### config.mk
export PLATFORM = sky130hd
export DESIGN_NAME = skvt_cell
export DESIGN_NICKNAME = d
export VERILOG_FILES = /design/src/design/skvt_pkg.sv /design/src/design/skvt_cell.sv
export SDC_FILE = /design/constraint.sdc
export NUM_CORES = 1
export LEC_CHECK = 0
export ABC_CLOCK_PERIOD_IN_PS = 2200
export BUFFER_PORTS_ARGS = -buffer_cell sky130_fd_sc_hd__buf_4
export CAP_MARGIN = 20
export CORE_UTILIZATION = 43
export CTS_CLUSTER_DIAMETER = 150
export DETAILED_ROUTE_END_ITERATION = 10
export PLACE_DENSITY = 0.8
export SETUP_SLACK_MARGIN = 0.5
export SLEW_MARGIN = 5
export SYNTH_ARGS = -nofsm -noshare
export SYNTH_HDL_FRONTEND = slang
export SYNTH_SLANG_ARGS = --single-unit
### constraint.sdc
create_clock -name clk -period 2.2 [get_ports clk]
set_input_delay 0.11 -clock clk [delete_from_list [all_inputs] [get_ports clk]]
set_output_delay 0.11 -clock clk [all_outputs]
set_load 0.005 [all_outputs]
### src/design/skvt_pkg.sv
// ----------------------------------------------------------------------------
// skvt_pkg
// Shared types and constants for the sorted key/value table.
// ----------------------------------------------------------------------------
package skvt_pkg;

  // Table size and the widths that follow from it
  localparam int CAPACITY = 64;
  localparam int IDX_W    = (CAPACITY > 1) ? $clog2(CAPACITY) : 1;
  localparam int CNT_W    = $clog2(CAPACITY + 1);

  // Field widths
  localparam int KEY_W    = 16;
  localparam int VAL_W    = 32;
  localparam int STATUS_W = 3;
  localparam int POS_W    = 6;
  localparam int COUNT_W  = 7;

  typedef logic [KEY_W-1:0] key_t;
  typedef logic [VAL_W-1:0] val_t;
  typedef logic [IDX_W-1:0] idx_t;
  typedef logic [CNT_W-1:0] cnt_t;

  // Request codes
  localparam logic FUNC_SET  = 1'b0;
  localparam logic FUNC_FIND = 1'b1;

  // Result status codes
  localparam logic [STATUS_W-1:0] ST_REPLACED  = 3'd0;
  localparam logic [STATUS_W-1:0] ST_INSERTED  = 3'd1;
  localparam logic [STATUS_W-1:0] ST_FOUND     = 3'd2;
  localparam logic [STATUS_W-1:0] ST_NOT_FOUND = 3'd3;
  localparam logic [STATUS_W-1:0] ST_FULL      = 3'd4;

  // Sequencer states
  typedef enum logic [1:0] {
    S_IDLE,
    S_CMP,
    S_UPD
  } state_t;

  // Commands broadcast to every cell
  typedef struct packed {
    logic cmp_en;   // compare held key with the request key
    logic rep_en;   // replace the value of the matching cell
    logic ins_en;   // shift up from the insertion point and insert
  } cell_ctl_t;

endpackage

### src/design/skvt_cell.sv
// ----------------------------------------------------------------------------
// skvt_cell
// One table slot: holds a key and value, compares against the broadcast
// request and takes its lower neighbour's entry when an insert shifts up.
// ----------------------------------------------------------------------------
module skvt_cell (
  input  logic                clk,
  input  logic                rst_n,
  input  skvt_pkg::cell_ctl_t ctl,
  input  skvt_pkg::key_t      req_key,
  input  skvt_pkg::val_t      req_val,
  input  logic                occ,
  input  logic                left_lt,
  input  skvt_pkg::key_t      left_key,
  input  skvt_pkg::val_t      left_val,
  output skvt_pkg::key_t      key_r,
  output skvt_pkg::val_t      val_r,
  output logic                lt_r,
  output logic                eq_r,
  output logic                bnd
);
  import skvt_pkg::*;

  // First slot at or above the request key
  assign bnd = !lt_r && left_lt;

  // Register the comparison flags
  always_ff @(posedge clk) begin
    if (!rst_n) begin
      lt_r <= 1'b0;
      eq_r <= 1'b0;
    end else if (ctl.cmp_en) begin
      lt_r <= occ && (key_r < req_key);
      eq_r <= occ && (key_r == req_key);
    end
  end

  // Replace in place, or shift up and insert
  always_ff @(posedge clk) begin
    if (ctl.rep_en && eq_r) begin
      val_r <= req_val;
    end else if (ctl.ins_en && !lt_r) begin
      key_r <= left_lt ? req_key : left_key;
      val_r <= left_lt ? req_val : left_val;
    end
  end

endmodule

== Word level (Yosys, flattened, before mapping) ==
Cells that the tools add are included.

* Bits in registers: 50
* Input bits: 103
* Output and inout bits: 51
* Logic and storage cells: 19

* Order comparisons: 1
* Equality and inequality tests: 1
* Mux-type cells: 4
* Bitwise operators: 1
* Reduce and logical (&&, ||, !) cells: 8

{| class="wikitable"
|+ Operator list
! cell !! number
|-
| 32-bit two-way mux || 3
|-
| 16-bit equality test || 1
|-
| 16-bit less-than comparator || 1
|-
| 16-bit two-way mux || 1
|-
| 1-bit logical AND || 5
|-
| 2-bit AND reduction || 1
|-
| 2-bit nonzero test || 1
|-
| 1-bit zero test || 1
|-
| 1-bit inverter || 1
|}

== Logic depth before layout (Yosys ltp) ==
* Depth in word-level cells: 4
* Depth in mapped cells: 6
* Gate-level depth less buffers: 6

== Worst setup path after synthesis ==
No wires, ideal clock.

* Path kind: register -> register
* Start: reg lt_r
* End: reg key_r[0], enable pin
* Setup time: 0.394 ns
* Arrival: 1.302 ns
* Required time: 1.806 ns
* Slack: 0.503 ns
* Cell stages (with the launch flop): 3
* Path buffers: 0
* Period minus slack after synthesis: 1.697 ns
* Path through: dfxtp_1 > nand2b_1 > a21oi_1

* Longest elaborated chain between the ends: 3

{| class="wikitable"
|+ RTL lines
! what !! line !! text
|-
| from (decl) || skvt_cell.sv:18 || <nowiki>output logic lt_r,</nowiki>
|-
| from (signal assigned) || skvt_cell.sv:33 || <nowiki>lt_r <= occ && (key_r < req_key);</nowiki>
|-
| 1-bit zero test || skvt_cell.sv:42 || <nowiki>end else if (ctl.ins_en && !lt_r) begin</nowiki>
|-
| 1-bit logical AND || skvt_cell.sv:42 ||
|-
| 2-bit AND reduction (no source line) || n/a ||
|-
| to (signal assigned) || skvt_cell.sv:43 || <nowiki>key_r <= left_lt ? req_key : left_key;</nowiki>
|-
| to (decl) || skvt_cell.sv:16 || <nowiki>output skvt_pkg::key_t key_r,</nowiki>
|}

Every way passes these cells.
A chain may end at the register's enable or synchronous reset.

== Worst setup path in the final report ==
* Start: reg key_r[8]
* End: reg lt_r

* Longest elaborated chain between the ends: 2

{| class="wikitable"
|+ RTL lines
! what !! line
|-
| 16-bit less-than comparator || skvt_cell.sv:33
|-
| 1-bit logical AND || skvt_cell.sv:33
|}

Every way passes these cells.

==> key figures <==
Drt
  • Final wirelength: ~6300 um
  • First-pass DRT Iterations: 4
  • WL per Instance: between 15 and 20 um
  • DR vias/cell: approximately 5
  • Initial DRC Count: 78
  • Residual DRC count: 0
  • Final ANT Viol Nets: 0
  • Via count: ~2000

Clock network
  • H-tree depth: 2
  • Root buf cell: clkbuf_8
  • Longest Clk Path Bufs: 2
  • Clock Sinks: 50
  • Cts bufs inserted: 5
  • Post-CTS setup buffers: 0
  • CTS Hold Bufs: 0
  • CTS tree: done
  • Gates resized, CTS repair: 0
  • CTS clock-pin slew for the worst setup and hold paths: approximately 0.09 ns
  • Clock Latency Late Sink: about 0.31 ns

Worst setup path
  • FF-to-FF End: lt_r$_SDFFE_PN0P_
  • CP arrival: 1.80 ns
  • Max FO, Critical Path: 2
  • WP data required: 2.40 ns
  • Reg2reg start: key_r[8]$_DFFE_PP_
  • Crit Path Class: reg2reg
  • R2R setup slack: between 0.5 and 0.6 ns
  • CP endpoint kind: register
  • Setup crit start kind: register
  • Reg2Reg Depth: 5

Timing
  • Setup TNS: 0 ns
  • Final Max Slew Viols: 0
  • Highest Clock Rate: between 600 and 700 MHz
  • Rel. slew slack: 72.0%
  • Hold Fails Final Rpt: 0
  • # setup viols final: 0
  • Pin slew with the least headroom to its limit: roughly 0.42 ns
  • Clk_skew: 0.00785 ns
  • Fin crit share: about 73%
  • RSZ-0062 raised after global routing: no
  • Min cycle time layout: ~1.6 ns

Floorplan
  • Initial Util: a little under half
  • Num rows: 27
  • Die area: 6300 um^2
  • Core Area: between 5000 and 6000 um^2
  • Die H: between 70 and 80 um
  • Top-Level Pins: about 150
  • Die W: ~79 um

GRT
  • Maximum number of pins on one net before global-route repair: 33
  • Initial antenna violation count: 0
  • Total congestion overflow: 0
  • GRT Overall Usage: just over 20%
  • Vias in the first global route: just over 2000
  • Global-route wire length before repair: 9550 um

Layout
  • Antenna Cells: 0
  • Final core occ: between 60% and 70%
  • Synthesis-to-layout area growth: 51.6%
  • # fillers: 426
  • Post-Layout Cell Count: 400
  • Seq. cell area: 1480 um^2
  • NumNets Final: ~450
  • Layout cell share with drive strength beyond 1: approximately two thirds
  • Commonest non-fill, non-tap cell in the layout: buf_4
  • Footprint of the multi-input gates: about 990 um^2
  • Most frequent cells in the layout: buf_4, edfxtp_1, mux2_2, inv_1, ha_1

Synth
  • Post-Syn Area: ~2600 um^2
  • Mean Syn Cell Area: approximately 15 um^2
  • Synth cell types: 27
  • FF+latch count, synth: 50
  • Sequential element share of the synthesized area: a little under three fifths
  • Mapped Cells: 170
  • Net count after synthesis: about 290
  • Ys Warns: 0

Flow run
  • MaxCap Viol Count: 0

Placed design
  • Routability cong.: 0.764
  • Placed cell count: 393
  • I/O Buffers: 153
  • DP HPWL: ~5000 um

Power
  • P_leak: about 1.8 nW
  • Worst vdd ir: slightly below 0.5 mV
  • Power Density: 583 nW/um^2
  • Total power: 2.27 mW

Hold path
  • Hold endpoint: eq_r$_SDFFE_PN0P_
  • Hold depth: 2
  • HP Start: rst_n
  • Hold Path Class: in2reg

Status
  • Status: finished clean
==> per-stage QoR <==
stage | worst slack, ns | instance area [um^2] | hold slack (ns)
final | 0.597 | 3900 | 0.0609
after floorplan | 0.503 | 2570 | 0.263
after CTS | 0.533 | 3890 | 0.0501
after global routing | 0.518 | 3900 | 0.0655
after detailed placement | 0.546 | 3780 | 0.375
after global placement | 0.625 | 3780 | 0.373
==> per-layer routing <==
layer / share of wire, % / GRT usage (%) / up-vias
li1: - / - / 956
met1: 38 / 23.4 / 924
met2: 55 / 36.6 / 87
met3: 6.2 / 5.29 / 11
met4: 1.5 / 7.45 / 0
met5: 0 / 0 / -
==> state kept, by name, indices dropped and copies added (netlist names) <==
name / flops
val_r: 32
key_r: 16
eq_r: 1
lt_r: 1
==> worst max-delay path, cell delays in order, from the launching register on <==
cell and delay, ns:
edfxtp_1 0.42, ha_1 0.32, nand4_1 0.15, nor4_4 0.31, a21boi_2 0.22, o31ai_2 0.08
==> cells by family (layout without fill, tap and decap cells) <==
group	Yosys count	after routing	synth area share, %
simple gates	19	19	4.82
flops	50	50	57.6
fa+ha+maj	16	16	7.78
buf+inv	21	179	4.28
compound gates	16	16	4.52
mux	48	48	21.0
==> worst max path at each step <==
stage / from / to / slack [ns] / depth (start not counted)
4_1_cts: key_r[14]$_DFFE_PP_ / lt_r$_SDFFE_PN0P_ / 0.53 / 5
6_report: key_r[8]$_DFFE_PP_ / lt_r$_SDFFE_PN0P_ / 0.60 / 5
5_1_grt: key_r[8]$_DFFE_PP_ / lt_r$_SDFFE_PN0P_ / 0.52 / 5
2_1_floorplan: lt_r$_SDFFE_PN0P_ / key_r[0]$_DFFE_PP_ / 0.50 / 2
3_5_place_dp: key_r[14]$_DFFE_PP_ / lt_r$_SDFFE_PN0P_ / 0.55 / 5
3_3_place_gp: key_r[15]$_DFFE_PP_ / lt_r$_SDFFE_PN0P_ / 0.63 / 5
==> Yosys cell counts (all sizes together) <==
master | n | area, um^2
edfxtp | 48 | 1440
mux2 | 48 | 541
ha | 16 | 200
inv | 16 | 60.1
a21oi | 8 | 51.3
buf | 5 | 50.0
nand2 | 5 | 18.8
nand4 | 3 | 25.0
nor2b | 3 | 18.8
a21boi | 2 | 18.8
dfxtp | 2 | 40.0
nand2b | 2 | 12.5
nor3 | 2 | 10.0
o21ai | 2 | 10.0
a211o | 1 | 8.76
a21o | 1 | 7.51
and4 | 1 | 8.76
and4b | 1 | 10.0
nand3b | 1 | 7.51
nor4 | 1 | 12.5
o211ai | 1 | 7.51
o31ai | 1 | 12.5
==> area by class of cell <==
cell class                 instances  share of cell area [%]
clock buffer                       5                    1.76
clock inverter                     2                   0.995
inverter                          16                    1.54
multi-input combinational         99                    25.4
sequential                        50                    38.0
tap                               72                    2.31
timing repair buffer             156                    30.0
==> where the power goes <==
group,internal (mW),switching (mW)
Combinational,0.293,0.175
Sequential,1.13,0.0263
Clock,0.335,0.311
Total,1.76,0.512
No activity file was read; power rests on OpenSTA's default activity.
